$ cat config.mk
export PLATFORM = sky130hd
export DESIGN_NAME = fully_associative_tag_lookup
export DESIGN_NICKNAME = d
export VERILOG_FILES = /design/src/rtl/fatl_pkg.sv /design/src/rtl/fatl_div.sv /design/src/rtl/fatl_tags.sv /design/src/rtl/fully_associative_tag_lookup.sv
export SDC_FILE = /design/constraint.sdc
export NUM_CORES = 1
export LEC_CHECK = 0
export BUFFER_PORTS_ARGS = -buffer_cell sky130_fd_sc_hd__buf_2
export CAP_MARGIN = 20
export CORE_MARGIN = 4
export CORE_UTILIZATION = 35
export CTS_BUF_LIST = sky130_fd_sc_hd__clkbuf_8
export CTS_CLUSTER_SIZE = 12
export DETAILED_ROUTE_END_ITERATION = 7
export GPL_TIMING_DRIVEN = 0
export PLACE_DENSITY = 0.6
export REMOVE_ABC_BUFFERS = 1
export SYNTH_ARGS = -nofsm -noshare
export SYNTH_HDL_FRONTEND = slang
export SYNTH_SLANG_ARGS = --single-unit
$ cat constraint.sdc
create_clock -name clk -period 5.55 [get_ports clk]
set_input_delay 0.2775 -clock clk [delete_from_list [all_inputs] [get_ports clk]]
set_output_delay 0.2775 -clock clk [all_outputs]
set_load 0.02 [all_outputs]
$ cat src/rtl/fatl_pkg.sv
`timescale 1ns / 1ps

package fatl_pkg;

  localparam int NUM_LINES      = 16;
  localparam int IDX_W          = (NUM_LINES > 1) ? $clog2(NUM_LINES) : 1;
  localparam int CNT_W          = $clog2(NUM_LINES + 1);

  localparam int ADDR_W         = 32;
  localparam int LINE_W         = 4;
  localparam int LIU_W          = 5;
  localparam int BS_W           = 13;
  localparam int OFF_W          = 12;
  localparam int MAX_BLOCK_SIZE = 4096;

  localparam int CFG_IDX_W      = 8;
  localparam int CFG_DATA_W     = 13;

  localparam int IN_DATA_BITS   = ADDR_W + LINE_W + ADDR_W;
  localparam int IN_TDATA_W     = ((IN_DATA_BITS + 7) / 8) * 8;
  localparam int OUT_DATA_BITS  = LINE_W + ADDR_W + OFF_W;
  localparam int OUT_TDATA_W    = ((OUT_DATA_BITS + 7) / 8) * 8;

  localparam int DIV_STEPS      = ADDR_W;
  localparam int DIV_CNT_W      = $clog2(DIV_STEPS + 1);

  localparam logic [LIU_W-1:0] LIU_RESET = LIU_W'(16);
  localparam logic [BS_W-1:0]  BS_RESET  = BS_W'(16);

  typedef enum logic [CFG_IDX_W-1:0] {
    CFG_LINES_IN_USE = 8'd0,
    CFG_BLOCK_SIZE   = 8'd1
  } cfg_reg_t;

  typedef enum logic {
    CMD_LOOKUP = 1'b0,
    CMD_FILL   = 1'b1
  } cmd_t;

  typedef struct packed {
    logic busy;
    logic done;
  } div_stat_t;

  typedef struct packed {
    logic              wr_en;
    logic [IDX_W-1:0]  wr_idx;
    logic [ADDR_W-1:0] wr_tag;
  } tag_wr_t;

endpackage

$ cat src/rtl/fatl_div.sv
`timescale 1ns / 1ps

module fatl_div (
  input  logic                        clk,
  input  logic                        rst_n,
  input  logic                        start,
  input  logic [fatl_pkg::ADDR_W-1:0] dividend,
  input  logic [fatl_pkg::BS_W-1:0]   divisor,
  output fatl_pkg::div_stat_t         stat,
  output logic [fatl_pkg::ADDR_W-1:0] quotient,
  output logic [fatl_pkg::OFF_W-1:0]  remainder
);
  import fatl_pkg::*;

  logic [ADDR_W-1:0]    quo_r, quo_nxt;
  logic [BS_W-1:0]      rem_r, rem_nxt;
  logic [BS_W-1:0]      dvs_r, dvs_nxt;
  logic [DIV_CNT_W-1:0] cnt_r, cnt_nxt;
  logic                 done_r, done_nxt;
  logic [BS_W:0]        shifted;
  logic [BS_W:0]        diff;

  assign shifted = {rem_r, quo_r[ADDR_W-1]};
  assign diff    = shifted - {1'b0, dvs_r};

  always_comb begin
    quo_nxt  = quo_r;
    rem_nxt  = rem_r;
    dvs_nxt  = dvs_r;
    cnt_nxt  = cnt_r;
    done_nxt = 1'b0;
    if (start) begin
      quo_nxt = dividend;
      rem_nxt = '0;
      dvs_nxt = divisor;
      cnt_nxt = DIV_CNT_W'(DIV_STEPS);
    end else if (cnt_r != '0) begin
      if (shifted >= {1'b0, dvs_r}) begin
        rem_nxt = diff[BS_W-1:0];
        quo_nxt = {quo_r[ADDR_W-2:0], 1'b1};
      end else begin
        rem_nxt = shifted[BS_W-1:0];
        quo_nxt = {quo_r[ADDR_W-2:0], 1'b0};
      end
      cnt_nxt  = cnt_r - 1'b1;
      done_nxt = (cnt_r == DIV_CNT_W'(1));
    end
  end

  always_ff @(posedge clk) begin
    if (!rst_n) begin
      cnt_r  <= '0;
      done_r <= 1'b0;
    end else begin
      cnt_r  <= cnt_nxt;
      done_r <= done_nxt;
    end
    quo_r <= quo_nxt;
    rem_r <= rem_nxt;
    dvs_r <= dvs_nxt;
  end

  assign stat.busy = (cnt_r != '0);
  assign stat.done = done_r;
  assign quotient  = quo_r;
  assign remainder = rem_r[OFF_W-1:0];

endmodule

$ cat src/rtl/fatl_tags.sv
`timescale 1ns / 1ps

module fatl_tags (
  input  logic                        clk,
  input  logic                        rst_n,
  input  fatl_pkg::tag_wr_t           wr,
  input  logic [fatl_pkg::ADDR_W-1:0] key,
  input  logic [fatl_pkg::CNT_W-1:0]  n_lines,
  output logic                        hit,
  output logic [fatl_pkg::LINE_W-1:0] hit_line
);
  import fatl_pkg::*;

  logic [NUM_LINES-1:0] valid_r, valid_nxt;
  logic [ADDR_W-1:0]    tag_r [NUM_LINES];
  logic [NUM_LINES-1:0] match;

  always_comb begin
    valid_nxt = valid_r;
    if (wr.wr_en) begin
      valid_nxt[wr.wr_idx] = 1'b1;
    end
  end

  always_ff @(posedge clk) begin
    if (!rst_n) begin
      valid_r <= '0;
    end else begin
      valid_r <= valid_nxt;
    end
    if (wr.wr_en) begin
      tag_r[wr.wr_idx] <= wr.wr_tag;
    end
  end

  always_comb begin
    for (int i = 0; i < NUM_LINES; i++) begin
      match[i] = valid_r[i] && (tag_r[i] == key) && (i < int'(n_lines));
    end
  end

  always_comb begin
    hit      = 1'b0;
    hit_line = '0;
    for (int i = NUM_LINES - 1; i >= 0; i--) begin
      if (match[i]) begin
        hit      = 1'b1;
        hit_line = LINE_W'(i);
      end
    end
  end

endmodule

$ cat src/rtl/fully_associative_tag_lookup.sv
`timescale 1ns / 1ps

// Tag store of a one-set fully associative cache.
// Input channel (in_*): one transaction per command. in_tuser is the command
// (lookup or fill); in_tdata carries the address, the fill line and the fill
// block number. Every command returns exactly one result transaction.
// Lookup: the address is split by the configured block size into block number
// and offset, then the valid lines in use are compared against the block
// number and the lowest matching line is reported. Fill: the block number is
// stored as the tag of the given line and the line is marked valid; the result
// is all zero.
// A lookup runs the address through the restoring divider, which retires one
// quotient bit per cycle, before the tag compare; a fill needs no division.
// in_tready is low from acceptance until the result is in the output register,
// so no new command is accepted before the previous result has been registered.
// A finished result sits in the output register until out_tready; the next
// command is accepted meanwhile, and its result waits until that register frees.
// Configuration (cfg_*): index 0 is lines in use, index 1 is block size; write
// only while no command is outstanding. cfg_ready is always high.
// Reset (rst_n low, synchronous): all lines invalid, registers back to 16 lines
// and 16-byte blocks, no result pending.
module fully_associative_tag_lookup (
  input  logic                             clk,
  input  logic                             rst_n,
  input  logic                             in_tvalid,
  output logic                             in_tready,
  // [31:0] address, [35:32] fill_line, [67:36] fill_block, [71:68] zero
  input  logic [fatl_pkg::IN_TDATA_W-1:0]  in_tdata,
  // [0] command
  input  logic                             in_tuser,
  output logic                             out_tvalid,
  input  logic                             out_tready,
  // [3:0] hit_line, [35:4] block_number, [47:36] offset
  output logic [fatl_pkg::OUT_TDATA_W-1:0] out_tdata,
  // [0] hit
  output logic                             out_tuser,
  input  logic                             cfg_valid,
  output logic                             cfg_ready,
  input  logic [fatl_pkg::CFG_IDX_W-1:0]   cfg_index,
  input  logic [fatl_pkg::CFG_DATA_W-1:0]  cfg_data
);
  import fatl_pkg::*;

  typedef enum logic [2:0] {
    ST_IDLE = 3'b001,
    ST_DIV  = 3'b010,
    ST_FIN  = 3'b100
  } state_t;

  state_t            state_r, state_nxt;
  cmd_t              cmd_r, cmd_nxt;
  logic [LIU_W-1:0]  liu_r, liu_nxt;
  logic [BS_W-1:0]   bs_r, bs_nxt;
  logic              out_valid_r, out_valid_nxt;
  logic              out_hit_r, out_hit_nxt;
  logic [LINE_W-1:0] out_line_r, out_line_nxt;
  logic [ADDR_W-1:0] out_blk_r, out_blk_nxt;
  logic [OFF_W-1:0]  out_off_r, out_off_nxt;

  logic              in_fire;
  logic              out_free;
  logic [ADDR_W-1:0] in_address;
  logic [LINE_W-1:0] in_fill_line;
  logic [ADDR_W-1:0] in_fill_block;
  logic [BS_W-1:0]   bs_eff;
  logic [CNT_W-1:0]  lines_eff;
  logic              div_start;
  div_stat_t         div_stat;
  logic [ADDR_W-1:0] quotient;
  logic [OFF_W-1:0]  remainder;
  tag_wr_t           tag_wr;
  logic              tag_hit;
  logic [LINE_W-1:0] tag_line;

  assign in_address    = in_tdata[ADDR_W-1:0];
  assign in_fill_line  = in_tdata[ADDR_W +: LINE_W];
  assign in_fill_block = in_tdata[ADDR_W+LINE_W +: ADDR_W];

  assign in_tready = (state_r == ST_IDLE);
  assign in_fire   = in_tvalid && in_tready;
  assign out_free  = !out_valid_r || out_tready;
  assign cfg_ready = 1'b1;

  always_comb begin
    if (bs_r == '0) begin
      bs_eff = BS_W'(1);
    end else if (int'(bs_r) > MAX_BLOCK_SIZE) begin
      bs_eff = BS_W'(MAX_BLOCK_SIZE);
    end else begin
      bs_eff = bs_r;
    end
    if (liu_r == '0) begin
      lines_eff = CNT_W'(1);
    end else if (int'(liu_r) > NUM_LINES) begin
      lines_eff = CNT_W'(NUM_LINES);
    end else begin
      lines_eff = CNT_W'(liu_r);
    end
  end

  assign div_start     = in_fire && (cmd_t'(in_tuser) == CMD_LOOKUP);
  assign tag_wr.wr_en  = in_fire && (cmd_t'(in_tuser) == CMD_FILL)
                         && (int'(in_fill_line) < NUM_LINES);
  assign tag_wr.wr_idx = IDX_W'(in_fill_line);
  assign tag_wr.wr_tag = in_fill_block;

  fatl_div u_div (
    .clk       (clk),
    .rst_n     (rst_n),
    .start     (div_start),
    .dividend  (in_address),
    .divisor   (bs_eff),
    .stat      (div_stat),
    .quotient  (quotient),
    .remainder (remainder)
  );

  fatl_tags u_tags (
    .clk      (clk),
    .rst_n    (rst_n),
    .wr       (tag_wr),
    .key      (quotient),
    .n_lines  (lines_eff),
    .hit      (tag_hit),
    .hit_line (tag_line)
  );

  always_comb begin
    liu_nxt = liu_r;
    bs_nxt  = bs_r;
    if (cfg_valid && cfg_ready) begin
      case (cfg_index)
        CFG_LINES_IN_USE: liu_nxt = cfg_data[LIU_W-1:0];
        CFG_BLOCK_SIZE:   bs_nxt  = cfg_data[BS_W-1:0];
        default:          ;
      endcase
    end
  end

  always_comb begin
    state_nxt     = state_r;
    cmd_nxt       = cmd_r;
    out_valid_nxt = out_valid_r;
    out_hit_nxt   = out_hit_r;
    out_line_nxt  = out_line_r;
    out_blk_nxt   = out_blk_r;
    out_off_nxt   = out_off_r;
    if (out_valid_r && out_tready) begin
      out_valid_nxt = 1'b0;
    end
    case (state_r)
      ST_IDLE: begin
        if (in_fire) begin
          cmd_nxt   = cmd_t'(in_tuser);
          state_nxt = (cmd_t'(in_tuser) == CMD_LOOKUP) ? ST_DIV : ST_FIN;
        end
      end
      ST_DIV: begin
        if (div_stat.done) begin
          state_nxt = ST_FIN;
        end
      end
      ST_FIN: begin
        if (out_free) begin
          out_valid_nxt = 1'b1;
          if (cmd_r == CMD_LOOKUP) begin
            out_hit_nxt  = tag_hit;
            out_line_nxt = tag_line;
            out_blk_nxt  = quotient;
            out_off_nxt  = remainder;
          end else begin
            out_hit_nxt  = 1'b0;
            out_line_nxt = '0;
            out_blk_nxt  = '0;
            out_off_nxt  = '0;
          end
          state_nxt = ST_IDLE;
        end
      end
      default: state_nxt = ST_IDLE;
    endcase
  end

  always_ff @(posedge clk) begin
    if (!rst_n) begin
      state_r     <= ST_IDLE;
      cmd_r       <= CMD_LOOKUP;
      liu_r       <= LIU_RESET;
      bs_r        <= BS_RESET;
      out_valid_r <= 1'b0;
    end else begin
      state_r     <= state_nxt;
      cmd_r       <= cmd_nxt;
      liu_r       <= liu_nxt;
      bs_r        <= bs_nxt;
      out_valid_r <= out_valid_nxt;
    end
    out_hit_r  <= out_hit_nxt;
    out_line_r <= out_line_nxt;
    out_blk_r  <= out_blk_nxt;
    out_off_r  <= out_off_nxt;
  end

  assign out_tvalid = out_valid_r;
  assign out_tuser  = out_hit_r;
  assign out_tdata  = OUT_TDATA_W'({out_off_r, out_blk_r, out_line_r});

endmodule

* Word-level counts from Yosys, hierarchy flattened *
Memories as Yosys holds them, arrays and structs flattened.
Cells that the tools add are included.
W data, S select, Z words.

cells by class
  magnitude comparators = 21
  reductions and logical operators = 56
  multiplexer cells = 52
  add/subtract/negate cells = 2
  equal/unequal tests = 24
  bitwise operators = 4

operator list
  operator                count
  $eq A32 B32 Y1          16
  $mux W32                2
  $lt A4 B5 Y1 const A    8
  $logic_and A1 B1 Y1     37
  $mux W4                 8
  $mux W13                2
  $mux W1                 24
  $mux W3                 8
  $lt A3 B5 Y1 const A    4
  $or A16 B16 Y16         1
  $ge A14 B13 Y1          1
  $gt A13 B13 Y1 const B  1
  $logic_not A13 Y1       1
  $sub A13 B13 Y13        1
  $mux W6                 2
  $lt A1 B5 Y1 const A    2
  $lt A2 B5 Y1 const A    2
  $mux W5                 2
  $pmux W3 S3             1
  $reduce_or A9 Y1        1
  $eq A8 B1 Y1 const B    1
  $logic_not A8 Y1        1
  $reduce_and A2 Y1       4
  $eq A6 B1 Y1 const B    1
  21 further kinds        28

storage, ports and cells
  input port bits = 99
  output and inout bits = 52
  memory bits (writable) = 512
  flip-flop bits (word level) = 153
  memories kept = 1

memories
  name          depth  width  read ports  clocked after memory_dff  wr ports  line             RTL
  u_tags.tag_r  16     32     16          0                         1         fatl_tags.sv:15  logic [ADDR_W-1:0] tag_r [NUM_LINES];

* Longest topological paths before layout *
  depth after elaboration = 21
  mapped depth = 17
  depth with buffers taken out = 14

* Hierarchy *
From an unflattened synthesis, not the netlist that was laid out.

unflattened totals
  cells, all modules = 1920
  area total of the unflattened synthesis = 28685.0 um2

modules (own cells, without submodules)
  module                        instances  sequential area each (um2)  cells each  area each (um2)
  fatl_tags                     1          15695.1                     1394        22277.6
  fatl_div                      1          1751.7                      290         3409.5
  fully_associative_tag_lookup  1          1931.9                      236         2997.9

* Least setup slack after synthesis *
No wires, ideal clock.

  kind = flip-flop to flip-flop
  start = reg state_r[2]
  end = mem u_tags.tag_r[0][0], enable pin
  slack = 1.582 ns
  path buffers = 1
  period minus slack after synthesis = 3.968 ns
  cell stages (with the launch flop) = 6
  library setup time = 0.464 ns
  arrival = 3.504 ns
  required time = 5.086 ns
  path through = dfxtp_1 -> clkbuf_1 -> nor3_1 -> nand2_1 -> or3_1 -> nor3_1

between the ends
  cells in the longest elaborated chain, start to end = 5

RTL lines
  element                        line                                 RTL
  start, declared                fully_associative_tag_lookup.sv:50   state_t state_r, state_nxt;
  start signal, assigned         fully_associative_tag_lookup.sv:192  state_r <= state_nxt;
  $eq A3 B1 Y1                   fully_associative_tag_lookup.sv:79   assign in_tready = (state_r == ST_IDLE);
  $logic_and A1 B1 Y1            fully_associative_tag_lookup.sv:80   assign in_fire = in_tvalid && in_tready;
  $logic_and A1 B1 Y1            fully_associative_tag_lookup.sv:102  assign tag_wr.wr_en = in_fire && (cmd_t'(in_tuser) == CMD_FILL)
  $mux W1                        fatl_tags.sv:31                      if (wr.wr_en) begin
  $mux W1 (implied by the code)  fatl_tags.sv:32                      tag_r[wr.wr_idx] <= wr.wr_tag;
  end, declared                  fatl_tags.sv:15

No other way between the ends.

* Final worst setup path *
  start = reg u_div.quo_r[31] (netlist: u_div.quotient[31])
  end = reg u_div.rem_r[7]

between the ends
  cells in the longest elaborated chain, start to end = 2
  elaborated cells on any way between the ends = 3
  those cells by class = add/sub: 1; order compare: 1; mux: 1

RTL lines
  element                                                    line                            RTL
  start, declared                                            fatl_div.sv:15                  logic [ADDR_W-1:0] quo_r, quo_nxt;
  start signal, assigned                                     fatl_div.sv:58                  quo_r <= quo_nxt;
  $sub A13 B13 Y13 / $ge A14 B13 Y1 (equally long branches)  fatl_div.sv:24, fatl_div.sv:38
  $mux W13 *                                                 fatl_div.sv:38                  if (shifted >= {1'b0, dvs_r}) begin
  end signal, assigned                                       fatl_div.sv:59                  rem_r <= rem_nxt;
  end, declared                                              fatl_div.sv:16                  logic [BS_W-1:0] rem_r, rem_nxt;

Mark *: on every way between the ends. The rest lies on a longest branch, timed or not.
A chain may end at the register's enable or synchronous reset.

==> metrics.txt <==
CTS tree=built; Syn Std Cell Area=about 28000 µm²; relative slew slack=a little under a fifth; most area-hungry cell type in the Yosys netlist=edfxtp_1; Logic pwr share=35.0%; Net Sw Frac=a little over a third; VDD IR max=0.267 mV; CTS max path bufs=3; worst clock skew=~0.045 ns; # setup viols final=0; r2r setup slk=around 1.2 ns; Internal Power=10.4 mW; critical path class=reg2reg; WP data arrival=just under 5 ns; DR pass1 iterations=5; ys async rst share=0%; crit path time final=around 4.3 ns; ys flop type=edfxtp_1; io pins=between 150 and 200; fill count=between 7000 and 8000; fin. max-slew vios=0; Net Sw Power=5.64 mW; leading cell type in the layout, fill and taps excluded=edfxtp_1; Seq pwr share=between 40% and 50%; outcome=completed; initial antenna violation count=11; GRT Util Overall=20.8%; drt total wl=slightly above 90 mm; register area share after synthesis=~69%; Detailed Place HPWL=slightly below 60 mm; fmax=between 0.2 and 0.25 GHz; Synth cell types=52; Reg-to-Reg Start=u_div.quotient[31]; Die Width=approximately 290 µm; Vias per Instance=5.24; Core Box Area=79400 µm²; Initial Util=35.5%; power share of the clock group=about a quarter; max_cap viols=0; PD cells=between 400 and 500 nW/µm²; clk slew on worst S/H paths=0.07 ns; pin count of the biggest net entering global routing=48; WL per Instance=27.0 µm; Multi-input gate area=between 8000 and 9000 µm²; grt met3 use=4.81%; Setup TNS Final=0 ns; vias in the first global route=between 15000 and 20000; Post-CTS Setup Bufs=0; Synth Register Bits=between 600 and 700; busiest grt layer=met2; Final ANT Viol Nets=0; Leak=11.8 nW; layout cell share with drive strength beyond 1=between 10% and 20%; die area=around 85000 µm²; Num CTS Buffers=around 110; largest cells by area after synthesis=edfxtp_1, xnor2_1, xor2_1; Total Nets Final=approximately 2300; Worst Reg2Reg Path Length in Cells=14; drt initial violations=between 1500 and 2000; IO Port Bufs=about 150; fin util=a little over two fifths; first-pass GRT wire length=between 100 and 150 mm; met1 Usage GRT=approximately 28%; synthesis-to-layout area growth=20.9%; Root Buffer=clkbuf_8; EDFF count, synth=roughly 610; Critical Path RT=6.09 ns; placed insts=between 3000 and 4000; worst slew pin tran=~1.2 ns; Cells after Synth=a little under 2000; height of the die=between 200 and 300 µm; gpl congestion=0.810; worst min path class=in2reg; FP Rows=just over 100; final hold vios=0; Hold EP=state_r[0]; clock sink total=665; fin crit share=77.7%; hold_sp=in_tvalid; M2 GR Usage=about 34%; final cell count without fillers=between 3000 and 4000; register area=roughly 19000 µm²; Yosys warnings=0; top cell type's share of synthesized area=64.6%; Reg-to-Reg End=u_div.rem_r[7]; RSZ-0062 raised after global routing=false; DRC=0; Worst setup EP type=flop; crit-path max FO=27; Via Count=roughly 18000; leading cell types in the layout, fill and taps excluded=edfxtp_1, xnor2_1, xor2_1; hold-critical path depth=4; global route overflow=0; Avg Inst Size Synth=around 14 µm²; H-Tree Depth=3; Clock Latency Late Sink=0.73 ns; Startpoint Class=flop
routing by layer:
metal / up-vias / routed length, µm
met2: 953 / 42600
li1: 7573 / -
met4: 2 / 3170
met1: 8922 / 36600
met3: 200 / 8500
met5: - / 13
flip-flops by register name, indices dropped and copies added (netlist names), 3 cells and up:
| name | count |
|---|---|
| out_blk_r | 32 |
| u_div.rem_r | 13 |
| out_off_r | 12 |
| u_div.quotient | 32 |
| liu_r | 5 |
| out_line_r | 4 |
| u_div.dvs_r | 13 |
| u_div.cnt_r | 6 |
| bs_r | 13 |
| u_tags.valid_r | 16 |
| u_tags.tag_r | 512 |
| state_r | 3 |
worst max-delay path by stage:
stage	cells past startpoint	to	startpoint	slack, ns
3_5_place_dp	14	u_div.rem_r[7]	u_div.quotient[31]	1.28
6_report	14	u_div.rem_r[7]	u_div.quotient[31]	1.24
3_3_place_gp	6	u_tags.tag_r[8][10]	state_r[0]	-0.48
5_1_grt	14	u_div.rem_r[7]	u_div.quotient[31]	0.88
2_1_floorplan	5	u_tags.tag_r[0][0]	state_r[0]	1.61
4_1_cts	14	u_div.rem_r[7]	u_div.quotient[31]	1.24
layout make-up:
| type | instances | area share (%) |
|---|---|---|
| Clock inverter | 84 | 1.21 |
| Sequential cell | 665 | 56.9 |
| Timing Repair Buffer | 265 | 8.51 |
| Antenna cell | 3 | 0.0220 |
| Multi-Input combinational cell | 1157 | 24.6 |
| Inverter | 29 | 0.323 |
| Tap cell | 1050 | 3.86 |
| Clock buffer | 113 | 4.57 |
cells by family (layout without fill, tap and decap cells):
family	count (synthesis)	count (layout)	synth area share (%)
simple gates	490	490	9.20
compound gates	109	109	2.52
other cells	1	4	0.0133
fa+ha+maj	16	16	0.738
mux	18	18	0.640
flops	665	665	68.8
buf+inv	126	491	1.81
xor+xnor	523	523	16.3
worst max-delay path: stages (launching register included):
cell	delay, ns
edfxtp_1	0.75
inv_1	0.20
ha_1	0.21
fa_1	0.25
nor2b_4	0.06
o31a_1	0.29
o41ai_2	0.31
o21ai_1	0.16
o21a_1	0.20
o21a_1	0.18
o31a_1	0.31
nor3_4	0.76
nor2_1	0.12
a211oi_1	0.24
a211oi_1	0.07
cell usage after synthesis (20+ instances only):
library cell,number
edfxtp_1,606
xnor2_1,276
xor2_1,247
nand2_1,126
nand4_1,80
nor4_1,75
nor2b_1,70
dfxtp_1,59
nor2_1,53
clkbuf_1,47
buf_1,30
nor3_1,30
inv_1,28
a21oi_1,27
o21ai_0,25
o21a_1,23
nand3_1,20
what timing repair did:
item / CTS / global route
endpoints found under the hold margin: 54 / 0
hold buffers: 50 / 0
gates resized for setup: 0 / 0
through the flow:
step                power (mW)  hold WS (ns)  cell area (µm²)  worst slack, ns
floorplan                 9.03         0.339            27800             1.61
global placement          10.8         0.439            29800           -0.481
detailed placement        12.1         0.453            31600             1.28
CTS                       16.0       0.00934            34000             1.24
global route              16.6        0.0497            34000            0.879
finish                    16.0        0.0526            34100             1.24
power groups by stage:
stage	sequential, mW	combinational [mW]	clock (mW)
global route	6.51	5.92	4.18
finish	6.51	5.60	3.89
floorplan	6.71	2.32	0
global placement	7.92	2.87	0
CTS	6.50	5.58	3.95
detailed placement	6.60	5.52	0
(Power assumes the default switching activity.)
